## src/hw/rtl/assert_macros.svh

```systemverilog
// assertion helpers for hashed_key_value_table.sv
`ifndef ASSERT_MACROS_SVH
`define ASSERT_MACROS_SVH

// clocked check, off while reset is asserted
`define KVT_ASSERT(lbl, clk, rst_n, prop, msg) \
	lbl: assert property (@(posedge clk) disable iff (!(rst_n)) prop) else $error(msg);

// clocked check that also holds during reset
`define KVT_ASSERT_ALWAYS(lbl, clk, prop, msg) \
	lbl: assert property (@(posedge clk) prop) else $error(msg);

`endif

```

## src/hw/rtl/kvt_pkg.sv

```systemverilog
package kvt_pkg;

	// slot count must be a power of two: the home slot is the low bits of the hash
	localparam int SLOTS      = 256;
	localparam int SLOT_BITS  = $clog2(SLOTS);
	localparam int KEY_BYTES  = 8;
	localparam int KEY_W      = 64;
	localparam int VALUE_W    = 32;
	localparam int ENTRY_W    = KEY_W + VALUE_W;
	localparam int LEN_W      = $clog2(KEY_BYTES + 1);
	localparam int COUNT_W    = $clog2(SLOTS + 1);
	localparam int SLOT_OUT_W = 8;
	// count*10 > SLOTS*7 is the same as count > floor(SLOTS*7/10)
	localparam int LOAD_LIMIT = SLOTS * 7 / 10;

	localparam logic [63:0] FNV_BASIS = 64'hcbf2_9ce4_8422_2325;
	localparam logic [63:0] FNV_PRIME = 64'h0000_0100_0000_01b3;

	// only the low hash bits reach the slot index, and low product bits
	// depend only on low operand bits
	localparam int HASH_W = SLOT_BITS;
	localparam logic [HASH_W-1:0] HASH_BASIS = FNV_BASIS[HASH_W-1:0];
	localparam logic [HASH_W-1:0] HASH_PRIME = FNV_PRIME[HASH_W-1:0];

	typedef logic [SLOT_BITS-1:0] slot_t;

	typedef enum logic [1:0] {
		ST_IDLE,
		ST_HASH,
		ST_PROBE,
		ST_CMP
	} kvt_state_t;

	typedef enum logic [1:0] {
		STAT_FOUND    = 2'd0,
		STAT_INSERTED = 2'd1,
		STAT_NOTFOUND = 2'd2,
		STAT_FULL     = 2'd3
	} kvt_status_t;

	typedef struct packed {
		logic  done;
		slot_t home;
	} kvt_hash_stat_t;

	// bytes up to the first zero byte, the rest cleared
	function automatic logic [KEY_W-1:0] canon_key(input logic [KEY_W-1:0] raw);
		logic             alive;
		logic [KEY_W-1:0] k;
		alive = 1'b1;
		k     = '0;
		for (int i = 0; i < KEY_BYTES; i++) begin
			if (raw[8*i +: 8] == 8'h00) alive = 1'b0;
			if (alive) k[8*i +: 8] = raw[8*i +: 8];
		end
		return k;
	endfunction

	function automatic logic [LEN_W-1:0] key_len(input logic [KEY_W-1:0] raw);
		logic             alive;
		logic [LEN_W-1:0] n;
		alive = 1'b1;
		n     = '0;
		for (int i = 0; i < KEY_BYTES; i++) begin
			if (raw[8*i +: 8] == 8'h00) alive = 1'b0;
			if (alive) n = n + LEN_W'(1);
		end
		return n;
	endfunction

endpackage

```

## src/hw/rtl/kvt_hash.sv

```systemverilog
module kvt_hash import kvt_pkg::*; (
	input  logic                 clk,
	input  logic                 arst_n,
	input  logic                 load,
	input  logic [KEY_W-1:0]     key,
	input  logic [LEN_W-1:0]     len,
	output kvt_hash_stat_t       stat
);

	logic              run_q;
	logic [LEN_W-1:0]  cnt_q;
	logic [LEN_W-1:0]  len_q;
	logic [KEY_W-1:0]  key_q;
	logic [HASH_W-1:0] h_q;
	logic [HASH_W-1:0] h_d;
	logic              last;

	assign last = (cnt_q == len_q);
	// one fnv-1a round on the low byte
	assign h_d  = HASH_W'((h_q ^ HASH_W'(key_q[7:0])) * HASH_PRIME);

	always_ff @(posedge clk or negedge arst_n) begin
		if (!arst_n) begin
			run_q <= 1'b0;
			cnt_q <= '0;
		end else if (load) begin
			run_q <= 1'b1;
			cnt_q <= '0;
		end else if (run_q) begin
			if (last) run_q <= 1'b0;
			else      cnt_q <= cnt_q + LEN_W'(1);
		end
	end

	always_ff @(posedge clk) begin
		if (load) begin
			key_q <= key;
			len_q <= len;
			h_q   <= HASH_BASIS;
		end else if (run_q && !last) begin
			key_q <= key_q >> 8;
			h_q   <= h_d;
		end
	end

	assign stat.done = run_q && last;
	assign stat.home = slot_t'(h_q);

endmodule

```

## config.mk

```make
export PLATFORM = sky130hd
export DESIGN_NAME = kvt_hash
export DESIGN_NICKNAME = d
export VERILOG_FILES = /design/src/hw/rtl/assert_macros.svh /design/src/hw/rtl/kvt_pkg.sv /design/src/hw/rtl/kvt_hash.sv
export SDC_FILE = /design/constraint.sdc
export NUM_CORES = 1
export LEC_CHECK = 0
export ABC_AREA = 1
export BUFFER_PORTS_ARGS = -buffer_cell sky130_fd_sc_hd__buf_2
export CAP_MARGIN = 20
export CORE_MARGIN = 2
export CORE_UTILIZATION = 55
export DETAILED_ROUTE_END_ITERATION = 8
export PLACE_DENSITY = 0.8
export SKIP_LAST_GASP = 1
export SYNTH_ARGS = -nofsm -noshare
export SYNTH_HDL_FRONTEND = slang
export SYNTH_SLANG_ARGS = --single-unit
```

## constraint.sdc

```tcl
create_clock -name clk -period 3.67 [get_ports clk]
set_input_delay 0.734 -clock clk [delete_from_list [all_inputs] [get_ports clk]]
set_output_delay 0.734 -clock clk [all_outputs]
set_load 0.03 [all_outputs]
```

## Yosys cells after proc, flatten, opt, wreduce, memory -nomap -nowiden

Index checks and enable logic that the tools add are counted.

| storage, ports and cells | value |
|---|---|
| output and inout bits | 9 |
| word-level logic and storage cells | 24 |
| ROM bits | 0 |
| register bits after elaboration | 81 |
| latch bits | 0 |
| memories kept | 0 |
| bits in writable memories | 0 |

| cells by class | value |
|---|---|
| shift-type cells | 0 |
| order comparisons | 0 |
| muxes and demuxes | 8 |
| bitwise gates (word level) | 1 |
| eq/ne operators | 2 |
| multiply operators | 1 |
| divide/modulo/power cells | 0 |
| $add $sub $neg | 1 |
| reductions and logical operators | 6 |

Operators with widths:

| cell | number |
|---|---|
| $mux W64 | 2 |
| $mux W4 | 3 |
| $mul A8 B8 Y8 const B | 1 |
| $xor A8 B8 Y8 | 1 |
| $add A4 B1 Y4 const B | 1 |
| $eq A4 B4 Y1 | 1 |
| $reduce_bool A2 Y1 | 2 |
| $mux W1 | 3 |
| $logic_and A1 B1 Y1 | 2 |
| $ne A2 B2 Y1 const B | 1 |
| $reduce_and A2 Y1 | 1 |
| $logic_not A1 Y1 | 1 |

## Logic depth before layout (Yosys ltp)

| logic depth | value |
|---|---|
| depth in word-level cells | 5 |
| mapped depth | 19 |
| gate-level depth less buffers | 19 |

## Least setup slack after synthesis

Ideal clock, no wire load.

| path | value |
|---|---|
| kind | register to register |
| from | reg h_q[2] |
| to | reg h_q[7] |
| required time | 3557 ps |
| arrival time | 2973 ps |
| path slack | 584 ps |
| stages on the path, launching flop included | 18 |
| cell sequence | dfxtp_1 > inv_1 > nand2_1 > nand2_1 > ha_1 > inv_1 > fa_1 > fa_1 > inv_1 > ha_1 > o21ai_0 > nand2_1 > nand2_1 > nand2_1 > inv_1 > nand3_1 > nand3_1 > nand2_1 |

| on the way | value |
|---|---|
| cells in the longest elaborated chain, start to end | 2 |

RTL lines:

| item | line | source |
|---|---|---|
| start, declared | kvt_hash.sv:14 | `logic [HASH_W-1:0] h_q;` |
| start signal, assigned | kvt_hash.sv:39 | `h_q <= HASH_BASIS;` |
| start signal, assigned | kvt_hash.sv:42 | `h_q <= h_d;` |
| $xor A8 B8 Y8 | kvt_hash.sv:20 | `assign h_d = HASH_W'((h_q ^ HASH_W'(key_q[7:0])) * HASH_PRIME);` |
| $mul A8 B8 Y8 | kvt_hash.sv:20 |  |

No other way between the ends.
A chain may end at the register's enable or synchronous reset.

## Final worst setup path

| path | value |
|---|---|
| from | reg key_q[0] |
| to | reg h_q[7] |

| on the way | value |
|---|---|
| cells in the longest elaborated chain, start to end | 2 |

RTL lines:

| item | line | source |
|---|---|---|
| start, declared | kvt_hash.sv:13 | `logic [KEY_W-1:0] key_q;` |
| start signal, assigned | kvt_hash.sv:37 | `key_q <= key;` |
| start signal, assigned | kvt_hash.sv:41 | `key_q <= key_q >> 8;` |
| $xor A8 B8 Y8 | kvt_hash.sv:20 |  |
| $mul A8 B8 Y8 | kvt_hash.sv:20 |  |

No other way between the ends.

==> run metrics <==
register area share after synthesis 56.8%; # port buffers 79; core footprint approximately 7300 um^2; placed insts 615; layout cells sized above 1 19.5%; MaxCap Viol Count 0; outcome completed; post-DP HPWL 5440 um; fin crit share around 83%; global route overflow 0; CTS Buf Count 9; setup TNS 0 ns; Relative slew margins a little under two fifths; final slew viol count 0; initial antenna violation count 0; NumNets Final 618; Cell Area, Synth 4100 um^2; main flop type after synthesis edfxtp_1; num rows 31; Routed WL 7850 um; minimum clock period 3.06 ns; Hold Vio Cnt, Final 0; routed len/inst 12.4 um; LEAKAGE 0.00248 uW; die height 90.3 um; Longest Clk Path Bufs 2; ANT cells 0; Max IR drop VDD about 340 uV; Die W around 90 um; first-pass GRT wire length 13100 um; ys async rst share approximately 6.2%; power per cell area 736 nW/um^2; Avg Cell Area, Syn 9.13 um^2; CTS tree yes; CP Data Arrival Time 3.30 ns; remaining antenna violation count after routing 0; drt pass-1 iters 7; pin count of the biggest net entering global routing 68; CTS Sinks 81; Req. time, crit path 3.91 ns; area leader, netlist edfxtp_1; Die Area just over 8000 um^2; gr usage total 20.1%; Syn Inst Count 449; Post-CTS Setup Repair Bufs 0; Resized cells post-CTS 0; most common cell after layout, fill and taps aside nand2_1; skew final 0.0113 ns; Ys Warns 0; post-synth top area share 49.8%; Syn Nets 540; design area 4740 um^2; fmax 0.327 GHz; vias in the first global route 2944; Hold Path Class in2async; Syn-to-layout area delta 15.6%; DRC viols 0; post-route insts no fill 631; Setup crit end kind flip-flop; number of synthesized flops with an enable pin 68; hold_buf cts 0; Util after Layout 65.4%; clock root cell clkbuf_8; Worst-path clk slew 0.09 ns; most frequent cells in the layout nand2_1 (238), buf_2 (79), edfxtp_1 (68); Synth area leaders edfxtp_1 (50%), nand2_1 (22%), ha_1 (4.9%); fill count 600; Slew @ Worst Pin 0.939 ns; GPL Wtd Cong around 0.86; critical path type reg2reg; DR vias approximately 3000; vias per inst 4.81; #FFs+latches synth 81; CP max FO 3; CTS H-tree lvls 3; Initial Utilization between 50% and 60%; CP startpoint kind flip-flop; RSZ-0062 raised after global routing false; clock latency on the worst-skew pair ~0.34 ns; Post-Place Cell Area between 4000 and 5000 um^2; Distinct cells, synth 32; Setup Viol. Count Final 0; Ports 80; DRT iter0 DRCs 180
==> final timing paths <==
kind	start	end	slack (ns)	depth (start not counted)
worst min-delay path	arst_n	cnt_q[0]	0.20	1
min in group clk	key_q[31]	key_q[23]	0.51	2
worst min register to register	key_q[31]	key_q[23]	0.51	2
worst max-delay path	key_q[0]	h_q[7]	0.61	18
worst max register to register	key_q[0]	h_q[7]	0.61	18
max in group asynchronous	arst_n	cnt_q[3]	3.32	1
==> stage by stage <==
step | hold slack, ns | worst slack (ns) | power (uW)
2_1_floorplan | 0.438 | 0.584 | 2520
3_3_place_gp | 0.482 | 0.738 | 2810
3_5_place_dp | 0.493 | 0.627 | 2870
4_1_cts | 0.188 | 0.610 | 3500
5_1_grt | 0.187 | 0.348 | 3810
6_report | 0.199 | 0.608 | 3490
==> logic make-up (layout without fill, tap and decap cells) <==
| kind of cell | Yosys count | in the layout | share of synthesized area (%) |
|---|---|---|---|
| compound gates | 14 | 14 | 2.26 |
| xor+xnor | 12 | 12 | 2.56 |
| fa+ha+maj | 20 | 20 | 6.84 |
| buf+inv | 57 | 140 | 5.89 |
| flops | 81 | 81 | 56.8 |
| simple gates | 265 | 265 | 25.7 |
==> power by group <==
part           internal, uW  total (uW)  switching (uW)
clock network           311         632             321
registers              1220        1310            88.7
logic                   630        1550             919
==> layer usage <==
layer / vias up / GRT usage (%) / routed length (um)
li1: 1566 / - / -
met1: 1365 / 26.8 / 3500
met2: 92 / 32.8 / 3800
met3: 9 / 4.51 / 457
met4: 0 / 7.18 / 90
met5: - / 0 / 0
==> state kept, by name, summed over array words and instances (netlist names) <==
signal / flops
cnt_q: 4
h_q: 8
key_q: 64
len_q: 4
run_q: 1
==> synth_stat cells (all sizes together), types with 2 or more instances <==
library cell and n:
a21oi 5, fa 4, nand3 8, ha 16
inv 44, clkbuf 5, o21ai 5, edfxtp 68
buf 8, dfxtp 8, a22o 2, xor2 11
nand2 240, dfrtp 5, nor2 15
==> worst max-delay path, stage by stage, from the launching register on <==
cell and delay [ns]:
edfxtp_1 0.42, inv_1 0.10, nand2_1 0.08, nand2_1 0.11, inv_1 0.05, ha_1 0.29
ha_1 0.32, fa_1 0.48, ha_1 0.33, inv_1 0.08, nor2_1 0.04, o21ai_0 0.20
nand2_1 0.08, nand2_1 0.06, nand2_1 0.06, inv_1 0.05, nand3_1 0.07, nand3_1 0.09
nand2_1 0.05
==> layout make-up <==
cell class                 count  area [um^2]  share of cell area, %
inverter                      44          170                   3.59
timing repair buffer          80          403                   8.50
multi-input combinational    311         1530                   32.3
sequential                    81         2330                   49.1
clock inverter                 6         57.6                   1.21
clock buffer                  10          128                   2.69
tap                           99          124                   2.61
(Power assumes the default switching activity.)
