### src/hw/rtl/assert_macros.svh
// assertion helpers for hashed_key_value_table.sv
`ifndef ASSERT_MACROS_SVH
`define ASSERT_MACROS_SVH

// clocked check, off while reset is asserted
`define KVT_ASSERT(lbl, clk, rst_n, prop, msg) \
	lbl: assert property (@(posedge clk) disable iff (!(rst_n)) prop) else $error(msg);

// clocked check that also holds during reset
`define KVT_ASSERT_ALWAYS(lbl, clk, prop, msg) \
	lbl: assert property (@(posedge clk) prop) else $error(msg);

`endif

### src/hw/rtl/kvt_ram.sv
module kvt_ram #(
	parameter int WIDTH = 8,
	parameter int DEPTH = 16
) (
	input  logic                     clk,
	input  logic                     we,
	input  logic [$clog2(DEPTH)-1:0] waddr,
	input  logic [WIDTH-1:0]         wdata,
	input  logic                     re,
	input  logic [$clog2(DEPTH)-1:0] raddr,
	output logic [WIDTH-1:0]         rdata
);

	logic [WIDTH-1:0] mem [DEPTH];

	always_ff @(posedge clk) begin
		if (we) mem[waddr] <= wdata;
		if (re) rdata <= mem[raddr];
	end

endmodule

### config.mk
export PLATFORM = sky130hd
export DESIGN_NAME = kvt_ram
export DESIGN_NICKNAME = d
export VERILOG_FILES = /design/src/hw/rtl/assert_macros.svh /design/src/hw/rtl/kvt_ram.sv
export SDC_FILE = /design/constraint.sdc
export NUM_CORES = 1
export LEC_CHECK = 0
export BUFFER_PORTS_ARGS = -buffer_cell sky130_fd_sc_hd__clkbuf_2
export CORE_ASPECT_RATIO = 1.25
export CORE_MARGIN = 2
export CORE_UTILIZATION = 63
export CTS_BUF_LIST = sky130_fd_sc_hd__clkbuf_2 sky130_fd_sc_hd__clkbuf_4 sky130_fd_sc_hd__clkbuf_8
export CTS_CLUSTER_SIZE = 16
export DETAILED_ROUTE_END_ITERATION = 8
export PLACE_DENSITY_LB_ADDON = 0.3
export SYNTH_ARGS = -nofsm -noshare
export SYNTH_HDL_FRONTEND = slang
export SYNTH_SLANG_ARGS = --single-unit
### constraint.sdc
create_clock -name clk -period 2.4 [get_ports clk]
set_input_delay 0.48 -clock clk [delete_from_list [all_inputs] [get_ports clk]]
set_output_delay 0.48 -clock clk [all_outputs]
set_load 0.01 [all_outputs]
# Yosys cells after proc, flatten, opt, wreduce, memory -nomap -nowiden
# Memory sizes are Yosys's and may differ from the RTL's. A register that Yosys moved wholly into a read port is not among the register bits.
# Cells that the tools add are included.
[op_classes]
addsub = 0
n_mul = 0
n_div = 0
order_cmp = 0
n_eq_ne = 0
shifts = 0
mux = 2
bitwise_logic = 0
n_reduce_logical = 0
[ops]
columns = ["op", "count"]
rows = [
  ["$mux 1", 2],
]
[word_totals]
register_bits = 0
latch_bits = 0
mem_bits_rw = 128
rom_bits = 0
n_memories = 1
[memory_table]
columns = ["name", "words", "width", "read_ports", "rd_clocked_by_memory_dff", "write_ports", "line_no", "rtl"]
rows = [
  ["mem", 16, 8, 1, 1, 1, "kvt_ram.sv:14", "logic [WIDTH-1:0] mem [DEPTH];"],
]

# Depth between registers and ports, before layout
# Gate-level depths: netlist (run 1).
[logic_depth]
ltp_word = 2
mapped_depth = 5
mapped_depth_nobuf = 3

# Worst setup path before layout (run 1)
# OpenSTA, ideal clock, no wires.
[synth_timing]
path_type = "in2reg"
start = "in waddr[2]"
end = "mem mem[0][0], enable pin"
setup_ns = 0.383
arrival_time_ns = 1.590
required_time_ns = 2.017
path_slack_ns = 0.427
cell_stages = 2
path_buffers = 0
cell_sequence = "or3b_2 > nor3_1"
[synth_lines]
columns = ["element", "line_no", "rtl"]
rows = [
  ["start: declaration", "kvt_ram.sv:7", "input logic [$clog2(DEPTH)-1:0] waddr,"],
  ["end: declaration", "kvt_ram.sv:14", ""],
]
# No word-level cell before the write port.

==> results of run 1 <==
area by class of cell:
class / instances / area [um2]
Tap cell: 97 / 121.4
Clock inverter: 14 / 113.9
Fill cell: 473 / 2210
Clock buffer: 18 / 241.5
Sequential cell: 136 / 4084
Multi-Input combinational cell: 83 / 1057
Timing Repair Buffer: 48 / 320.3
worst reg2reg max path: stages, from the launching register on:
cell and delay [ps]:
edfxtp_1 370, mux4_1 500, a22oi_1 260, nand2_1 80
placed cells by master (no fill, tap or decap):
master,Yosys,layout
and2b_1,1,1
nand3_1,1,1
clkbuf_8,0,17
clkinv_2,0,4
nand2_1,9,9
a22oi_1,16,16
edfxtp_1,136,136
buf_4,1,20
nand2b_1,2,2
clkinv_1,0,7
or3b_2,1,1
clkbuf_4,0,1
mux4_2,18,18
mux4_1,14,14
clkbuf_2,0,26
nor2_1,13,13
nor3_1,4,4
clkinvlp_4,0,1
and2_1,1,1
nand3b_1,2,2
nor2b_1,1,1
buf_12,0,2
bufinv_16,0,2
power groups by stage:
stage	registers (mW)	clock network (mW)	logic [mW]
2_1_floorplan	2.74	0	0.135
3_3_place_gp	2.74	0	0.240
3_5_place_dp	2.74	0	0.249
4_1_cts	2.69	1.70	0.250
5_1_grt	2.69	1.80	0.268
6_report	2.69	1.67	0.247
sequential cells by signal, summed over array words and instances (netlist names):
signal and cells:
mem 128, rdata 8
stage by stage:
| step | hold WS [ps] | cell area, um2 | power (mW) | util, % |
|---|---|---|---|---|
| 2_1_floorplan | 578.9 | 5228 | 2.877 | - |
| 3_3_place_gp | 729.6 | 5583 | 2.978 | 68.52 |
| 3_5_place_dp | 746.4 | 5583 | 2.989 | 68.52 |
| 4_1_cts | 430.9 | 5938 | 4.641 | 72.88 |
| 5_1_grt | 432.4 | 5938 | 4.760 | 72.88 |
| 6_report | 449.2 | 5938 | 4.603 | 72.88 |
routing by layer:
layer | GRT usage [%] | wire [um]
met5 | 0 | 0
met1 | 31.52 | 3739
met2 | 37.44 | 4984
met3 | 6.656 | 627
met4 | 8.617 | 112
synthesized netlist by cell type:
| library cell | n |
|---|---|
| nor2b_1 | 1 |
| buf_4 | 1 |
| a22oi_1 | 16 |
| nand2b_1 | 2 |
| edfxtp_1 | 136 |
| nand2_1 | 9 |
| and2b_1 | 1 |
| mux4_2 | 18 |
| and2_1 | 1 |
| mux4_1 | 14 |
| or3b_2 | 1 |
| buf_6 | 3 |
| nand3_1 | 1 |
| clkdlybuf4s25_2 | 3 |
| buf_2 | 3 |
| nand3b_1 | 2 |
| nor3_1 | 4 |
| nor2_1 | 13 |
worst min path at each step:
| stage | slack (ps) | startpoint | to |
|---|---|---|---|
| after CTS | 430 | re | rdata[5]$_DFFE_PP_ |
| after floorplan | 580 | wdata[0] | mem[0][0]$_DFFE_PP_ |
| final | 450 | re | rdata[5]$_DFFE_PP_ |
| after detailed placement | 750 | mem[11][5]$_DFFE_PP_ | rdata[5]$_DFFE_PP_ |
| after global routing | 430 | re | rdata[0]$_DFFE_PP_ |
| after global placement | 730 | mem[8][4]$_DFFE_PP_ | rdata[4]$_DFFE_PP_ |
logic make-up (layout without fill, tap and decap cells):
group           after synthesis  count (layout)
flops                       136             136
compound gates               16              16
buf+inv                      10              80
mux                          32              32
simple gates                 35              35
==> impl_metrics.toml, run 1 <==
[setup_path]
ff2ff_path_depth = 3
endpoint = "rdata[0]$_DFFE_PP_"
rr_endpoint = "rdata[5]$_DFFE_PP_"
path_cells = "clkbuf_2 -> buf_12 -> mux4_1 -> a22oi_1 -> nand2_1"
worstPathMaxFanout = 22
r2r_start = "mem[1][5]$_DFFE_PP_"
cp.required_ps = 2570
path_class = "in2reg"
crit_slowest_cell = "mux4_1"
worst_setup_path_end_kind = "flop"
critPathTopFamily = "multiplexers"
critPathMaxStageDelay_ps = 570
startpoint = "raddr[0]"
cp.arrival_ps = 1860
crit_buf_inv = 2
rrSetupSlack_ps = 950
cp-start-kind = "input pin"
crit_cells = 5

[synthesis]
ys_ff_latch = 136
synth_area_per_cell_um2 = 22.83
synth_xor_xnor_area_share_pct = 0
synth_area_leader_cell = "edfxtp_1"
synth_cell_types = 18
synthAdderAreaFrac_pct = 0
synth-compound-area-share_pct = 2.298
ys_seq_area_share_pct = 78.12
netlist_instances = 229
synthSimpleGateAreaFrac_pct = 3.135
syn-num-nets = 248
muxShareOfSynthArea_pct = 14.79
ys_top_cells_by_area = "edfxtp_1, mux4_2, mux4_1, a22oi_1, nor2_1"
syn_area_um2 = 5228
netlist.area_leader.share_pct = 78.12
yosys_warnings = 0
synth_top_family_by_area = "multiplexers"

[floorplan]
dieHeight_um = 105.8
ios = 27
die_w_um = 85.48
die_area_um2 = 9047
num_rows = 37
fp.coreArea_um2 = 8148
start_util_pct = 64.16

[timing]
timing.slew.headroom_pct = 70.54
hold_viol = 0
fin_setup_tns_ps = 0
period_share_pct = 70.59
setup_ws_ps = 705.8
rsz0062_at_grt = "false"
finalMaxSlewViolations = 0
worst_pin_slew_ps = 441.8
fin_skew_ps = 4.664
fmax_ghz = 0.5903
fin_crit_ps = 1694
finalSetupViolCount = 0

[cells_and_area]
fin_cells = 396
syn_to_final_growth_pct = 13.60
antennaDiodeCount = 0
nets = 305
drive_above_1_share_pct = 30.77

[worst_hold_path]
holdCritPathClass = "in2reg"
hold_depth = 1

[routing]
antenna_left = 0
viasPerCell = 6.316
routed_wl_mm = 9.464
drc = 0
via_count = 2501
drt-wirelength-per-cell_um = 23.90
drt-pass1-iter-count = 5
drt_iter0_drc = 251

[global_route]
grt_max_degree = 23
grt_pass1_wl_mm = 14.56
track_usage_pct = 23.54
grt_overflow = 0
grt_pass1_vias = 2550
grt_antenna_before_repair = 0

[placement]
place_inst = 364
dp_worst_setup_slack_ps = 250.3
hpwl_mm = 6.047
io_buffers = 26
place_congestion = 0.7519

[cts]
cts_tree = "built"
cts_sinks = 136
cts_root_buf = "clkbuf_8"
clk_latency_ps = 430
post_cts_resized = 0
htree_levels = 4
numCtsBuffers = 17
cts_buffer_depth = 2
postCtsSetupBuffers = 0
ctsHoldBuffers = 0
path_clk_slew_ps = 70

[power_and_ir_drop]
power_density_nw_per_um2 = 775.2
switching_share_pct = 20.06
power_frac_seq_pct = 58.4
net-switching-power_uw = 923.6
p_clk_share_pct = 36.3
p_leak_nw = 2.022
combPwrFrac_pct = 5.4
irDropWorstVdd_mv = 0.6135
internal_power_mw = 3.680

[flow_run]
cap_violations = 0

[run_status]
status = "completed"
(Power assumes the default switching activity.)
==> run 2, diff against run 1 <==
--- a/config.mk
+++ b/config.mk
@@ -5,6 +5,7 @@
 export SDC_FILE = /design/constraint.sdc
 export NUM_CORES = 1
 export LEC_CHECK = 0
+export ABC_AREA = 1
 export BUFFER_PORTS_ARGS = -buffer_cell sky130_fd_sc_hd__clkbuf_2
 export CORE_ASPECT_RATIO = 1.25
 export CORE_MARGIN = 2
==> constraint.sdc (replaced) <==
create_clock -name clk -period 1.65 [get_ports clk]
set_input_delay 0.33 -clock clk [delete_from_list [all_inputs] [get_ports clk]]
set_output_delay 0.33 -clock clk [all_outputs]
set_load 0.01 [all_outputs]
==> impl_metrics.toml, run 2 <==
[run_status]
status = "completed"

[synthesis]
ys_seq_area_share_pct = 69.85
synthTopCellsByCount = "nand2_1, edfxtp_1, inv_1, nand3_1, nor2_1"
synth_area_per_cell_um2 = 10.61
syn-num-nets = 570
synth-edff-count = 136
netlist_instances = 551
synth_top_flop_cell = "edfxtp_1"
ys_ff_latch = 136
yosys_warnings = 0
ys_top_cells_by_area = "edfxtp_1, nand2_1, nand3_1, inv_1, buf_6"
synth_cell_types = 11
synth_area_leader_cell = "edfxtp_1"
syn_area_um2 = 5847
yosysMostFrequentCell = "nand2_1"
netlist.area_leader.share_pct = 69.85
async_reset_ff_share_pct = 0

[floorplan]
ios = 27
die_w_um = 90.17
die_area_um2 = 10070
num_rows = 39
fp.coreArea_um2 = 9076
dieHeight_um = 111.7
start_util_pct = 64.42

[cells_and_area]
top_register = "mem"
drive_above_1_share_pct = 12.87
post-route-util_pct = 71.84
nets = 614
layout_commonest_cell = "nand2_1"
syn_to_final_growth_pct = 11.51
nFillCells = 678
fin_area_um2 = 6520
reg.largest.list = "mem: 128 flops, rdata: 8 flops"
final_cell_mix = "nand2_1, edfxtp_1, inv_1, nand3_1, clkbuf_2"
largest_reg_flops = 128
antennaDiodeCount = 0

[setup_path]
critPathTopFamily = "flip-flops"
crit_slowest_cell = "edfxtp_1"
cp.arrival_ps = 960
worst_setup_path_end_kind = "output port"
crit_buf_inv = 1
critPathMaxStageDelay_ps = 380
worstPathMaxFanout = 1
path_cells = "clkbuf_2"
cp.required_ps = 1320
cp-start-kind = "flop"
path_class = "reg2out"

[timing]
worst_pin_slew_ps = 598.5
finalMaxSlewViolations = 0
hold_viol = 0
finalSetupViolCount = 0
whs_ps = 266.3
period_share_pct = 78.39
setup_ws_ps = 356.6
rsz0062_at_grt = "false"
timing.slew.headroom_pct = 60.04
fmax_ghz = 0.7731
fin_skew_ps = 6.052
fin_setup_tns_ps = 0
fin_crit_ps = 1293

[cts]
clk_latency_ps = 440
path_clk_slew_ps = 70
ctsHoldBuffers = 0
cts_buffer_depth = 2
cts_sinks = 136
cts_tree = "built"
postCtsSetupBuffers = 0
numCtsBuffers = 17
cts_root_buf = "clkbuf_8"
post_cts_resized = 0
htree_levels = 4

[flow_run]
cap_violations = 0

[placement]
io_buffers = 26
place_congestion = 0.8474
hpwl_mm = 8.054
post_dp_cell_area_um2 = 6162
dp_worst_setup_slack_ps = 87.31

[global_route]
grt_pass1_vias = 3890
grt_max_degree = 58
grt_overflow = 0
track_usage_pct = 28.03
grt_antenna_before_repair = 0
grt_pass1_wl_mm = 20.82

[routing]
viasPerCell = 5.427
routed_wl_mm = 12.82
drt-wirelength-per-cell_um = 17.59
drc = 0
antenna_left = 0
drt-pass1-iter-count = 6
drt_iter0_drc = 685
via_count = 3956

[power_and_ir_drop]
p_leak_nw = 2.841
power_density_nw_per_um2 = 1059
irDropWorstVdd_mv = 0.8237

[worst_hold_path]
holdCritPathClass = "in2reg"
## run 2: worst paths after layout
check	startpoint	end	slack [ps]	depth (start not counted)
worst max register to register	mem[6][1]$_DFFE_PP_	rdata[1]$_DFFE_PP_	480	6
worst min register to register	mem[10][4]$_DFFE_PP_	rdata[4]$_DFFE_PP_	750	6
worst max-delay path	rdata[5]$_DFFE_PP_	rdata[5]	360	1
worst min-delay path	re	rdata[0]$_DFFE_PP_	270	1
## run 2: stage by stage
step | instances | power (mW)
after global routing | 729 | 7.133
after detailed placement | 699 | 4.458
after global placement | 699 | 4.442
final | 729 | 6.902
after CTS | 729 | 6.929
after floorplan | 551 | 4.263
## run 2: area by class of cell
cell class	count	area (um2)	share of cell area (%)
clock buffers	19	249.0	3.819
clock inverters	11	108.9	1.670
inverters	102	382.9	5.872
multi-input cells	289	1214	18.61
flip-flops and latches	136	4084	62.64
well taps	123	153.9	2.360
repair buffers	49	327.8	5.028
## run 2: cell families after synthesis
| family | count (synthesis) | share of synthesized area [%] |
|---|---|---|
| DFF | 136 | 69.85 |
| and+or+nand+nor | 289 | 20.76 |
| buffers and inverters | 126 | 9.394 |
## run 2: power breakdown
part           leakage (nW)  switching [mW]  internal, mW
sequential             1.24          0.0197          3.89
combinational          1.43           0.338         0.140
clock                 0.177            1.18          1.33
total                  2.84            1.54          5.36
## run 2: routing by layer
layer / vias up / track usage, % / wire [um] / share of wire [%]
met5: - / 0 / 0 / 0
met4: 0 / 12.10 / 304 / 2.4
met3: 22 / 6.698 / 1142 / 8.9
met2: 230 / 44.31 / 6256 / 49
met1: 1837 / 37.76 / 5120 / 40
li1: 1867 / - / - / -
==> run 3, diff against run 2 <==
--- a/config.mk
+++ b/config.mk
@@ -5,11 +5,11 @@
 export SDC_FILE = /design/constraint.sdc
 export NUM_CORES = 1
 export LEC_CHECK = 0
-export ABC_AREA = 1
+export ABC_AREA = 0
 export BUFFER_PORTS_ARGS = -buffer_cell sky130_fd_sc_hd__clkbuf_2
 export CORE_ASPECT_RATIO = 1.25
 export CORE_MARGIN = 2
-export CORE_UTILIZATION = 63
+export CORE_UTILIZATION = 57
 export CTS_BUF_LIST = sky130_fd_sc_hd__clkbuf_2 sky130_fd_sc_hd__clkbuf_4 sky130_fd_sc_hd__clkbuf_8
 export CTS_CLUSTER_SIZE = 16
 export DETAILED_ROUTE_END_ITERATION = 8
==> constraint.sdc (replaced) <==
create_clock -name clk -period 1.1 [get_ports clk]
set_input_delay 0.22 -clock clk [delete_from_list [all_inputs] [get_ports clk]]
set_output_delay 0.22 -clock clk [all_outputs]
set_load 0.01 [all_outputs]
==> impl_metrics.toml, run 3 (same netlist as run 1, synthesis figures left out) <==
[run_status]
status = "complete, but fails checks"
violations = "negative setup slack"

[flow_run]
cap_violations = 0

[timing]
finalMaxSlewViolations = 0
finalSetupViolCount = 16
rsz0062_at_grt = "true"
period_share_pct = 126.6
timing.slew.headroom_pct = 41.08
fmax_ghz = 0.7181
fin_skew_ps = 8.766
setup_ws_ps = -292.6
fin_crit_ps = 1393
hold_viol = 0
worst_pin_slew_ps = 882.0

[cts]
htree_levels = 4
cts_root_buf = "clkbuf_8"
numCtsBuffers = 17
clk_latency_ps = 440
cts_buffer_depth = 2
cts_sinks = 136
cts_tree = "built"
path_clk_slew_ps = 70
ctsHoldBuffers = 0

[routing]
drt_iter0_drc = 173
via_count = 2534
viasPerCell = 5.825
routed_wl_mm = 9.353
antenna_left = 0
drt-pass1-iter-count = 4
drt-wirelength-per-cell_um = 21.50
drc = 0

[setup_path]
worst_setup_path_end_kind = "flop"
cp-start-kind = "flop"
r2r_start = "mem[11][2]$_DFFE_PP_"
cp.arrival_ps = 1580
path_class = "reg2reg"
cp.required_ps = 1290
worstPathMaxFanout = 1
startpoint = "mem[11][2]$_DFFE_PP_"

[floorplan]
fp.coreArea_um2 = 9027
start_util_pct = 57.91
die_w_um = 89.66
die_area_um2 = 9958
num_rows = 39
ios = 27
dieHeight_um = 111.1

[worst_hold_path]
hold_start = "wdata[5]"
holdCritPathClass = "in2reg"

[cells_and_area]
antennaDiodeCount = 0
layout_commonest_cell = "edfxtp_1"
final_cell_mix = "edfxtp_1, mux4_2, clkbuf_2, buf_4, clkbuf_8"
drive_above_1_share_pct = 47.12
nets = 318
nFillCells = 527
largest_reg_flops = 128
reg.largest.list = "mem: 128 flops, rdata: 8 flops"
fin_cells = 435
top_register = "mem"
syn_to_final_growth_pct = 20.92

[placement]
io_buffers = 26
hpwl_mm = 6.462
place_congestion = 0.7722
place_inst = 403
dp_worst_setup_slack_ps = -621.6

[power_and_ir_drop]
power_density_nw_per_um2 = 1628
p_leak_nw = 2.087
irDropWorstVdd_mv = 0.8718

[global_route]
grt_pass1_wl_mm = 14.38
grt_overflow = 0
grt_pass1_vias = 2572
top_usage_layer = "met2"
grt_max_degree = 20
grtUsageMet2_pct = 31.47
grt_antenna_before_repair = 0
track_usage_pct = 21.23
grtUsageMet1_pct = 28.72
use_met3_pct = 6.850
## run 3: changes by cell type in the layout (fill, tap and decap cells not counted), moves of 3 or more
cell      change
nand2_1     -164
inv_1       -100
nand3_1      -96
mux4_2       +32
nor2_1       -15
nor2_4       +11
buf_12       +10
a22oi_1       +9
a22oi_2       +7
clkinv_2      +4
nor3_4        +3
## run 3: worst paths after layout
path	end	slack, ps	cells after the start
max	rdata[2]$_DFFE_PP_	-290	3
min	mem[13][5]$_DFFE_PP_	200	1
max reg2reg	rdata[2]$_DFFE_PP_	-290	3
min reg2reg	rdata[0]$_DFFE_PP_	760	3
## run 3: through the flow
| step | instance area (um2) | TNS (ps) | hold WS, ps | power (mW) | util [%] |
|---|---|---|---|---|---|
| after global placement | 5913 | -32380 | 614.5 | 6.606 | 65.50 |
| final | 6321 | -3022 | 195.6 | 10.29 | 70.02 |
| after floorplan | 5336 | -14000 | 318.9 | 6.331 | - |
| after detailed placement | 5913 | -35050 | 647.2 | 6.633 | 65.50 |
| after global routing | 6321 | -3761 | 188.0 | 10.63 | 70.02 |
| after CTS | 6315 | -3365 | 176.5 | 10.37 | 69.95 |
## run 3: repair_timing
action | in CTS | in global routing
gates resized for setup | 8 | 4
endpoints found under the hold margin | 0 | 0
pin swaps | 2 | 3
buffers inserted | 0 | 0
endpoints found under the setup margin | 16 | 16
## run 3: routing by layer
layer | vias to the layer above | wire length, um
met5 | - | 0
met4 | 0 | 214
met3 | 23 | 603
met2 | 107 | 4828
met1 | 1295 | 3706
li1 | 1109 | -
## run 3: power by group
group	switching (mW)	total (mW)	leakage [nW]	internal, mW
Sequential	0.0359	5.87	1.24	5.84
Combinational	0.352	0.657	0.653	0.305
Clock	1.69	3.76	0.198	2.07
Total	2.08	10.3	2.09	8.21
## run 3: critical path, stage by stage (launching register included)
cell,delay [ps]
edfxtp_1,370
mux4_2,480
a22oi_2,210
nand2_1,70
## run 3: final cells by class
class	instances	area [um2]	area share [%]
well taps	123	153.9	2.435
clock buffers	21	264.0	4.177
multi-input cells	83	1164	18.41
clock inverters	11	106.4	1.683
flip-flops and latches	136	4084	64.61
repair buffers	61	549.3	8.690
